File: config.mk
export PLATFORM = sky130hd
export DESIGN_NAME = gdac_select
export DESIGN_NICKNAME = d
export VERILOG_FILES = /design/src/rtl/gdac_pkg.sv /design/src/rtl/gdac_select.sv
export SDC_FILE = /design/constraint.sdc
export NUM_CORES = 2
export LEC_CHECK = 0
export BUFFER_PORTS_ARGS = -buffer_cell sky130_fd_sc_hd__buf_2
export CAP_MARGIN = 20
export CORE_MARGIN = 2
export CORE_UTILIZATION = 50
export CTS_BUF_LIST = sky130_fd_sc_hd__clkbuf_2 sky130_fd_sc_hd__clkbuf_4 sky130_fd_sc_hd__clkbuf_8
export DETAILED_ROUTE_END_ITERATION = 8
export MAX_ROUTING_LAYER = met4
export PLACE_DENSITY = 0.67
export RECOVER_POWER = 50
export SYNTH_ARGS = -nofsm -noshare
export SYNTH_HDL_FRONTEND = slang
export SYNTH_SLANG_ARGS = --single-unit
File: constraint.sdc
create_clock -name i_clk -period 17.7 [get_ports i_clk]
set_input_delay 4.425 -clock i_clk [delete_from_list [all_inputs] [get_ports i_clk]]
set_output_delay 4.425 -clock i_clk [all_outputs]
set_load 0.005 [all_outputs]
File: src/rtl/gdac_pkg.sv
// ----------------------------------------------------------------------------
// Greedy anchor cover package
// Shared word types, op codes, state encoding and size defaults.
// ----------------------------------------------------------------------------
package gdac_pkg;

    localparam int C_MAX_NODES   = 1024;
    localparam int C_MAX_EDGES   = 8192;
    localparam int C_ANCHOR_CAP  = 64;
    localparam int C_LIMIT_W     = 7;
    localparam logic [C_LIMIT_W-1:0] C_LIMIT_RESET = 7'd64;

    localparam logic [1:0] OP_ROW = 2'd0;
    localparam logic [1:0] OP_ADD = 2'd1;
    localparam logic [1:0] OP_RUN = 2'd2;

    typedef struct packed {
        logic [1:0] op;
        logic [9:0] neighbor;
    } t_in_word;

    typedef struct packed {
        logic [5:0]  step;
        logic [9:0]  anchor;
        logic [13:0] degree;
        logic [10:0] fresh_count;
        logic [10:0] cover_sum;
        logic        last;
    } t_out_word;

    typedef struct packed {
        logic busy;
        logic push;
    } t_sel_status;

    typedef enum logic [3:0] {
        S_IDLE, S_CLEAR, S_SCAN, S_TAIL, S_DECIDE, S_MARK,
        S_NBRD, S_CVRD, S_CVEV, S_FIN, S_FLUSH
    } t_sel_state;

endpackage

File: src/rtl/gdac_select.sv
// ----------------------------------------------------------------------------
// Anchor selector
// Covered-mark memory and the sequencer that scans, covers and reports.
// ----------------------------------------------------------------------------
module gdac_select #(
    parameter int MAX_NODES   = 1024,
    parameter int MAX_EDGES   = 8192,
    parameter int ANCHOR_CAP  = 64,
    localparam int VIW = $clog2(MAX_NODES),
    localparam int NW  = $clog2(MAX_NODES + 1),
    localparam int EIW = $clog2(MAX_EDGES),
    localparam int EW  = $clog2(MAX_EDGES + 1)
) (
    input  logic                          i_clk,
    input  logic                          i_rst_n,
    input  logic                          i_run,
    input  logic [gdac_pkg::C_LIMIT_W-1:0] i_limit,
    input  logic [NW-1:0]                 i_vcount,
    input  logic [EW-1:0]                 i_row_start,
    input  logic [EW-1:0]                 i_row_len,
    input  logic [9:0]                    i_nb,
    input  logic                          i_out_free,
    output logic [VIW-1:0]                o_row_ra,
    output logic [EIW-1:0]                o_nb_ra,
    output gdac_pkg::t_sel_status         o_status,
    output gdac_pkg::t_out_word           o_rec
);
    import gdac_pkg::*;

    logic covmem [MAX_NODES];
    logic r_covq;

    t_sel_state r_state, n_state;

    logic [NW-1:0]        r_v;
    logic                 r_sv;
    logic [VIW-1:0]       r_sidx;
    logic                 r_found;
    logic [VIW-1:0]       r_best;
    logic [EW-1:0]        r_best_start;
    logic [EW-1:0]        r_best_len;
    logic [EW-1:0]        r_idx;
    logic [EW-1:0]        r_p;
    logic [VIW-1:0]       r_w;
    logic                 r_wok;
    logic [10:0]          r_newly;
    logic [10:0]          r_total;
    logic [C_LIMIT_W-1:0] r_count;
    logic [C_LIMIT_W-1:0] r_limit;
    t_out_word            r_pend;
    logic                 r_pend_v;

    logic                 cov_we;
    logic [VIW-1:0]       cov_wa;
    logic                 cov_wd;
    logic [VIW-1:0]       cov_ra;
    logic                 push;
    logic                 push_last;
    logic [C_LIMIT_W-1:0] lim;

    always_comb begin
        if (i_limit == '0) begin
            lim = C_LIMIT_W'(1);
        end else if (32'(i_limit) > ANCHOR_CAP) begin
            lim = C_LIMIT_W'(ANCHOR_CAP);
        end else begin
            lim = i_limit;
        end
    end

    always_ff @(posedge i_clk) begin
        if (cov_we) begin
            covmem[cov_wa] <= cov_wd;
        end
        r_covq <= covmem[cov_ra];
    end

    always_ff @(posedge i_clk) begin
        if (!i_rst_n) begin
            r_state <= S_IDLE;
        end else begin
            r_state <= n_state;
        end
    end

    always_comb begin
        n_state   = r_state;
        cov_we    = 1'b0;
        cov_wa    = VIW'(r_v);
        cov_wd    = 1'b0;
        cov_ra    = VIW'(r_v);
        push      = 1'b0;
        push_last = 1'b0;
        unique case (r_state)
            S_IDLE: begin
                if (i_run && i_vcount != '0) begin
                    n_state = S_CLEAR;
                end
            end
            S_CLEAR: begin
                cov_we = 1'b1;
                if (r_v == NW'(i_vcount - 1'b1)) begin
                    n_state = S_SCAN;
                end
            end
            S_SCAN: begin
                if (r_v == NW'(i_vcount - 1'b1)) begin
                    n_state = S_TAIL;
                end
            end
            S_TAIL: begin
                n_state = S_DECIDE;
            end
            S_DECIDE: begin
                if (!r_found) begin
                    n_state = r_pend_v ? S_FLUSH : S_IDLE;
                end else if (!r_pend_v) begin
                    n_state = S_MARK;
                end else if (i_out_free) begin
                    push    = 1'b1;
                    n_state = S_MARK;
                end
            end
            S_MARK: begin
                cov_we  = 1'b1;
                cov_wa  = r_best;
                cov_wd  = 1'b1;
                n_state = (r_best_len == '0) ? S_FIN : S_NBRD;
            end
            S_NBRD: begin
                n_state = S_CVRD;
            end
            S_CVRD: begin
                cov_ra  = VIW'(i_nb);
                n_state = S_CVEV;
            end
            S_CVEV: begin
                if (r_wok && !r_covq) begin
                    cov_we = 1'b1;
                    cov_wa = r_w;
                    cov_wd = 1'b1;
                end
                n_state = (EW'(r_p + 1'b1) == r_best_len) ? S_FIN : S_NBRD;
            end
            S_FIN: begin
                n_state = (C_LIMIT_W'(r_count + 1'b1) == r_limit) ? S_FLUSH : S_SCAN;
            end
            S_FLUSH: begin
                if (i_out_free) begin
                    push      = 1'b1;
                    push_last = 1'b1;
                    n_state   = S_IDLE;
                end
            end
            default: n_state = S_IDLE;
        endcase
    end

    always_ff @(posedge i_clk) begin
        if (!i_rst_n) begin
            r_pend_v <= 1'b0;
            r_sv     <= 1'b0;
        end else begin
            r_sv   <= (r_state == S_SCAN);
            r_sidx <= VIW'(r_v);
            if (r_sv && !r_covq && (!r_found || i_row_len > r_best_len)) begin
                r_found      <= 1'b1;
                r_best       <= r_sidx;
                r_best_start <= i_row_start;
                r_best_len   <= i_row_len;
            end
            if (push) begin
                r_pend_v <= 1'b0;
            end
            unique case (r_state)
                S_IDLE: begin
                    r_v      <= '0;
                    r_count  <= '0;
                    r_total  <= '0;
                    r_pend_v <= 1'b0;
                    r_limit  <= lim;
                end
                S_CLEAR: begin
                    r_v <= (n_state == S_SCAN) ? '0 : r_v + 1'b1;
                    r_found <= 1'b0;
                end
                S_SCAN: begin
                    r_v <= r_v + 1'b1;
                end
                S_MARK: begin
                    r_newly <= 11'd1;
                    r_p     <= '0;
                    r_idx   <= r_best_start;
                end
                S_CVRD: begin
                    r_wok <= 32'(i_nb) < 32'(i_vcount);
                    r_w   <= VIW'(i_nb);
                end
                S_CVEV: begin
                    if (r_wok && !r_covq) begin
                        r_newly <= r_newly + 1'b1;
                    end
                    r_p   <= r_p + 1'b1;
                    r_idx <= r_idx + 1'b1;
                end
                S_FIN: begin
                    r_total              <= r_total + r_newly;
                    r_pend.step          <= 6'(r_count);
                    r_pend.anchor        <= 10'(r_best);
                    r_pend.degree        <= 14'(r_best_len);
                    r_pend.fresh_count   <= r_newly;
                    r_pend.cover_sum     <= r_total + r_newly;
                    r_pend.last          <= 1'b0;
                    r_pend_v             <= 1'b1;
                    r_count              <= r_count + 1'b1;
                    r_v                  <= '0;
                    r_found              <= 1'b0;
                end
                default: begin
                end
            endcase
        end
    end

    assign o_row_ra        = VIW'(r_v);
    assign o_nb_ra         = EIW'(r_idx);
    assign o_status.busy   = (r_state != S_IDLE);
    assign o_status.push   = push;

    always_comb begin
        o_rec      = r_pend;
        o_rec.last = push_last;
    end

endmodule

==> key figures <==
Floorplan
  • Die ar.: 112000 um^2
  • DIE HEIGHT: 334 um
  • Core Area: 109000 um^2
  • # IOs: 138
  • Die width: 334 um
  • Initial Utilization: 50.3%
  • Cell Rows: 121

Worst setup path
  • R2R cell count: 10
  • Critical path cell sequence: nor2b_1 > nand2_1 > nor3b_1 > nor2_1 > clkbuf_1 > clkinvlp_2 > clkbuf_1 > clkbuf_1 > buf_16 > buf_4
  • CP required: 18.22 ns
  • Crit Path Category: flop to flop
  • Slowest stage delay, CP: 3.52 ns
  • Critical Path Source Type: flop
  • Crit path arrival time: 12.49 ns
  • Cell mode on critical path: clkbuf_1
  • Reg2reg setup slack: 5.72 ns
  • CP max-delay cell: clkbuf_1
  • Reg-to-reg critical path endpoint: covmem[391]$_DFFE_PP_
  • Crit path from: r_state[3]$_SDFF_PN0_
  • Critical Path Sink Type: flop
  • CP endpoint: covmem[391]$_DFFE_PP_
  • Reg-to-Reg Start: r_state[3]$_SDFF_PN0_
  • CP max FO: 130

Placed design
  • DP Area: 56100 um^2
  • Input/output buffers: 136
  • GP Congestion: 0.868
  • Detailed placer's ending HPWL: 82600 um
  • Cell Count Post-Placement: 6050

Pwr
  • Pwr dens: 97.1 nW/um^2
  • Part of the power in combinational logic: 6.2%
  • Total power: 0.00583 W
  • Leak: 18.7 nW
  • Net Sw Power: 0.00138 W
  • Clk pwr share: 40.0%
  • Maximum vdd ir drop: 0.0000758 V
  • Switching share of power: 23.6%
  • Sequential share of power: 53.8%
  • Pint: 0.00446 W

Run status
  • Status: finished, violations left
  • Failing checks: capacitance limit, slew limit

Yosys
  • Number of warnings issued by yosys: 0
  • Syn Inst Count: 4807
  • Post-Syn Area: 54600 um^2
  • Post-synth top area cell: edfxtp_1
  • Synth top area share: 66.5%
  • Synth area leaders: edfxtp_1 67%, nor2_1 7.8%, nand2_1 5.4%
  • Distinct cells, synth: 79
  • Post-synth EDFFs: 1209
  • Top-count cell post-synth: edfxtp_1
  • Syn Area/Cell: 11.4 um^2
  • Net Count, Synth: 4907
  • Synthesized flop and latch total: 1216
  • Asr flop ratio synth: 0%
  • Sequential share of the synthesized area: 66.8%
  • Synth top cells by count: 1209 x edfxtp_1, 1138 x nor2_1, 789 x nand2_1
  • Synth Flop Type: edfxtp_1

Detailed routing
  • Number of routed nets with antenna violations: 0
  • Drt total wl: 156000 um
  • DR vias: 38638
  • Post-DR vias/cell: 6.02
  • Drt first pass iters: 8
  • Wire per inst: 24.3 um
  • DRC viols: 0
  • DRT iter0 DRCs: 5935

Timing
  • Tcrit/Tclk final: 67.7%
  • RSZ-0062 raised after global routing: no
  • Slew Limit Fails: 778
  • Hold Fails Final Rpt: 0
  • Post-layout min period: 11.98 ns
  • Fmax: 0.0835 GHz
  • Final-report setup violation count: 0
  • Post-Route Setup TNS: 0 ns
  • Worst clock skew: 0.0566 ns
  • Slew @ Worst Pin: 4.87 ns
  • Slew Limit Headroom: -225%

Worst hold path
  • HP Class: flop to flop
  • Hold Crit Depth: 0

Global routing
  • First-pass GRT wire length: 229000 um
  • Largest net degree at the start of global routing: 307
  • Total gr overflow: 0
  • GRT Util Overall: 28.4%
  • Vias in the first global route: 36381
  • Number of antenna violations at the first check in global routing: 2

CTS
  • CTS root buf: clkbuf_8
  • CTS tree: yes
  • Post-CTS setup buffer count: 0
  • CTS Sinks: 1216
  • Reg clk slew, reported paths: 0.06 ns
  • Clk_lat worst skew: 0.90 ns
  • CTS Buf Count: 193
  • Maximum root-to-sink buffer count: 3
  • H-Tree Depth: 4
  • Hold_buf cts: 0
  • CTS resizes: 0

Finish
  • Area grow syn2layout: 10.0%
  • Filler instances: 9118
  • Final Cell Area: 60100 um^2
  • Final core utilization: 55.3%
  • Share of layout cells above drive strength 1: 10.9%
  • Non-filler cells, final: 6421
  • Nets: 4955

Flow run
  • Max_cap viols: 21
==> registers in the layout (all words and copies together) (netlist names) <==
signal and flops:
r_sv 1, r_state 4, r_best_start 13, r_pend_v 1
r_newly 11, o_rec 52, r_v 11, r_p 14
covmem 1024, r_best_len 14, r_best 10, r_idx 13
r_found 1, r_sidx 10, r_total 11, r_w 10
r_wok 1, r_covq 1, r_limit 7, r_count 7
==> logic make-up (layout without fill, tap and decap cells) <==
kind of cell | Yosys count | after routing | share of synthesized area (%)
AND/OR/NAND/NOR | 2387 | 2387 | 18.0
XOR/XNOR | 87 | 87 | 1.45
AO/OA/AOI/OAI | 451 | 451 | 5.49
flip-flops | 1216 | 1216 | 66.8
adder cells (fa/ha/maj) | 41 | 41 | 0.949
other | 0 | 2 | 0
multiplexers | 188 | 188 | 3.59
buffers and inverters | 437 | 635 | 3.73
==> through the flow <==
stage	hold slack, ns	setup WS [ns]
2_1_floorplan	0.400	2.87
3_3_place_gp	0.401	8.21
3_5_place_dp	0.405	8.24
4_1_cts	0.419	8.24
5_1_grt	0.430	4.76
6_report	0.418	5.72
==> worst min path at each step <==
stage / slack [ns] / to / from
finish: 0.42 / r_best[1]$_DFFE_PP_ / r_sidx[1]$_DFFE_PP_
CTS: 0.42 / r_best[9]$_DFFE_PP_ / r_sidx[9]$_DFFE_PP_
floorplan: 0.40 / r_best[0]$_DFFE_PP_ / r_sidx[0]$_DFFE_PP_
detailed placement: 0.40 / r_best[9]$_DFFE_PP_ / r_sidx[9]$_DFFE_PP_
global placement: 0.40 / r_best[8]$_DFFE_PP_ / r_sidx[8]$_DFFE_PP_
global route: 0.43 / r_best[9]$_DFFE_PP_ / r_sidx[9]$_DFFE_PP_
==> routing by layer <==
layer | routed length (um) | global-route usage [%] | share of wire, % | vias up
met5 | 0 | - | 0 | -
met4 | 5240 | 10.7 | 3.4 | 0
met3 | 17600 | 4.56 | 11 | 337
met2 | 72300 | 43.5 | 46 | 2270
met1 | 60900 | 38.4 | 39 | 18973
li1 | - | - | - | 17058
==> cell usage in the layout, fill, tap and decap left out, types with 20 or more instances in the layout <==
cell / n
nand2_2: 22
a32oi_1: 59
nand4_1: 26
xor2_1: 42
clkbuf_4: 71
nand3_1: 219
nor3_1: 50
nor4_1: 51
and3_1: 29
mux2i_1: 173
nor2_1: 1135
nor2b_1: 20
clkbuf_8: 195
o22ai_1: 36
buf_4: 61
xnor2_1: 43
a31oi_1: 70
buf_2: 110
inv_1: 43
edfxtp_1: 1209
ha_1: 39
clkbuf_1: 55
clkinv_1: 44
a21oi_1: 123
o21ai_0: 55
nand2_1: 768
==> worst max-delay path: cells and delay by family, from the launching register on <==
family,cells,cell delay [ns]
buf+inv,6,7.94
flops,1,0.56
simple gates,4,2.91
==> power by group through the flow <==
stage / clock network (W) / logic, W / registers, W
after CTS: 0.00236 / 0.000351 / 0.00314
after global placement: 0 / 0.000345 / 0.00320
after global routing: 0.00248 / 0.000381 / 0.00314
after detailed placement: 0 / 0.000350 / 0.00320
final: 0.00233 / 0.000359 / 0.00314
after floorplan: 0 / 0.000233 / 0.00319
==> final cells by class <==
type / count / area (um^2) / area share [%]
Antenna cell: 2 / 5.00 / 0.00833
Clock buffer: 266 / 3220 / 5.35
Clock inverter: 79 / 497 / 0.827
Inverter: 44 / 166 / 0.277
Multi-Input combinational cell: 3154 / 16200 / 27.0
Sequential cell: 1216 / 36400 / 60.7
Tap cell: 1414 / 1770 / 2.94
Timing Repair Buffer: 246 / 1730 / 2.88
Note: power is estimated with default switching activity, not from simulation.
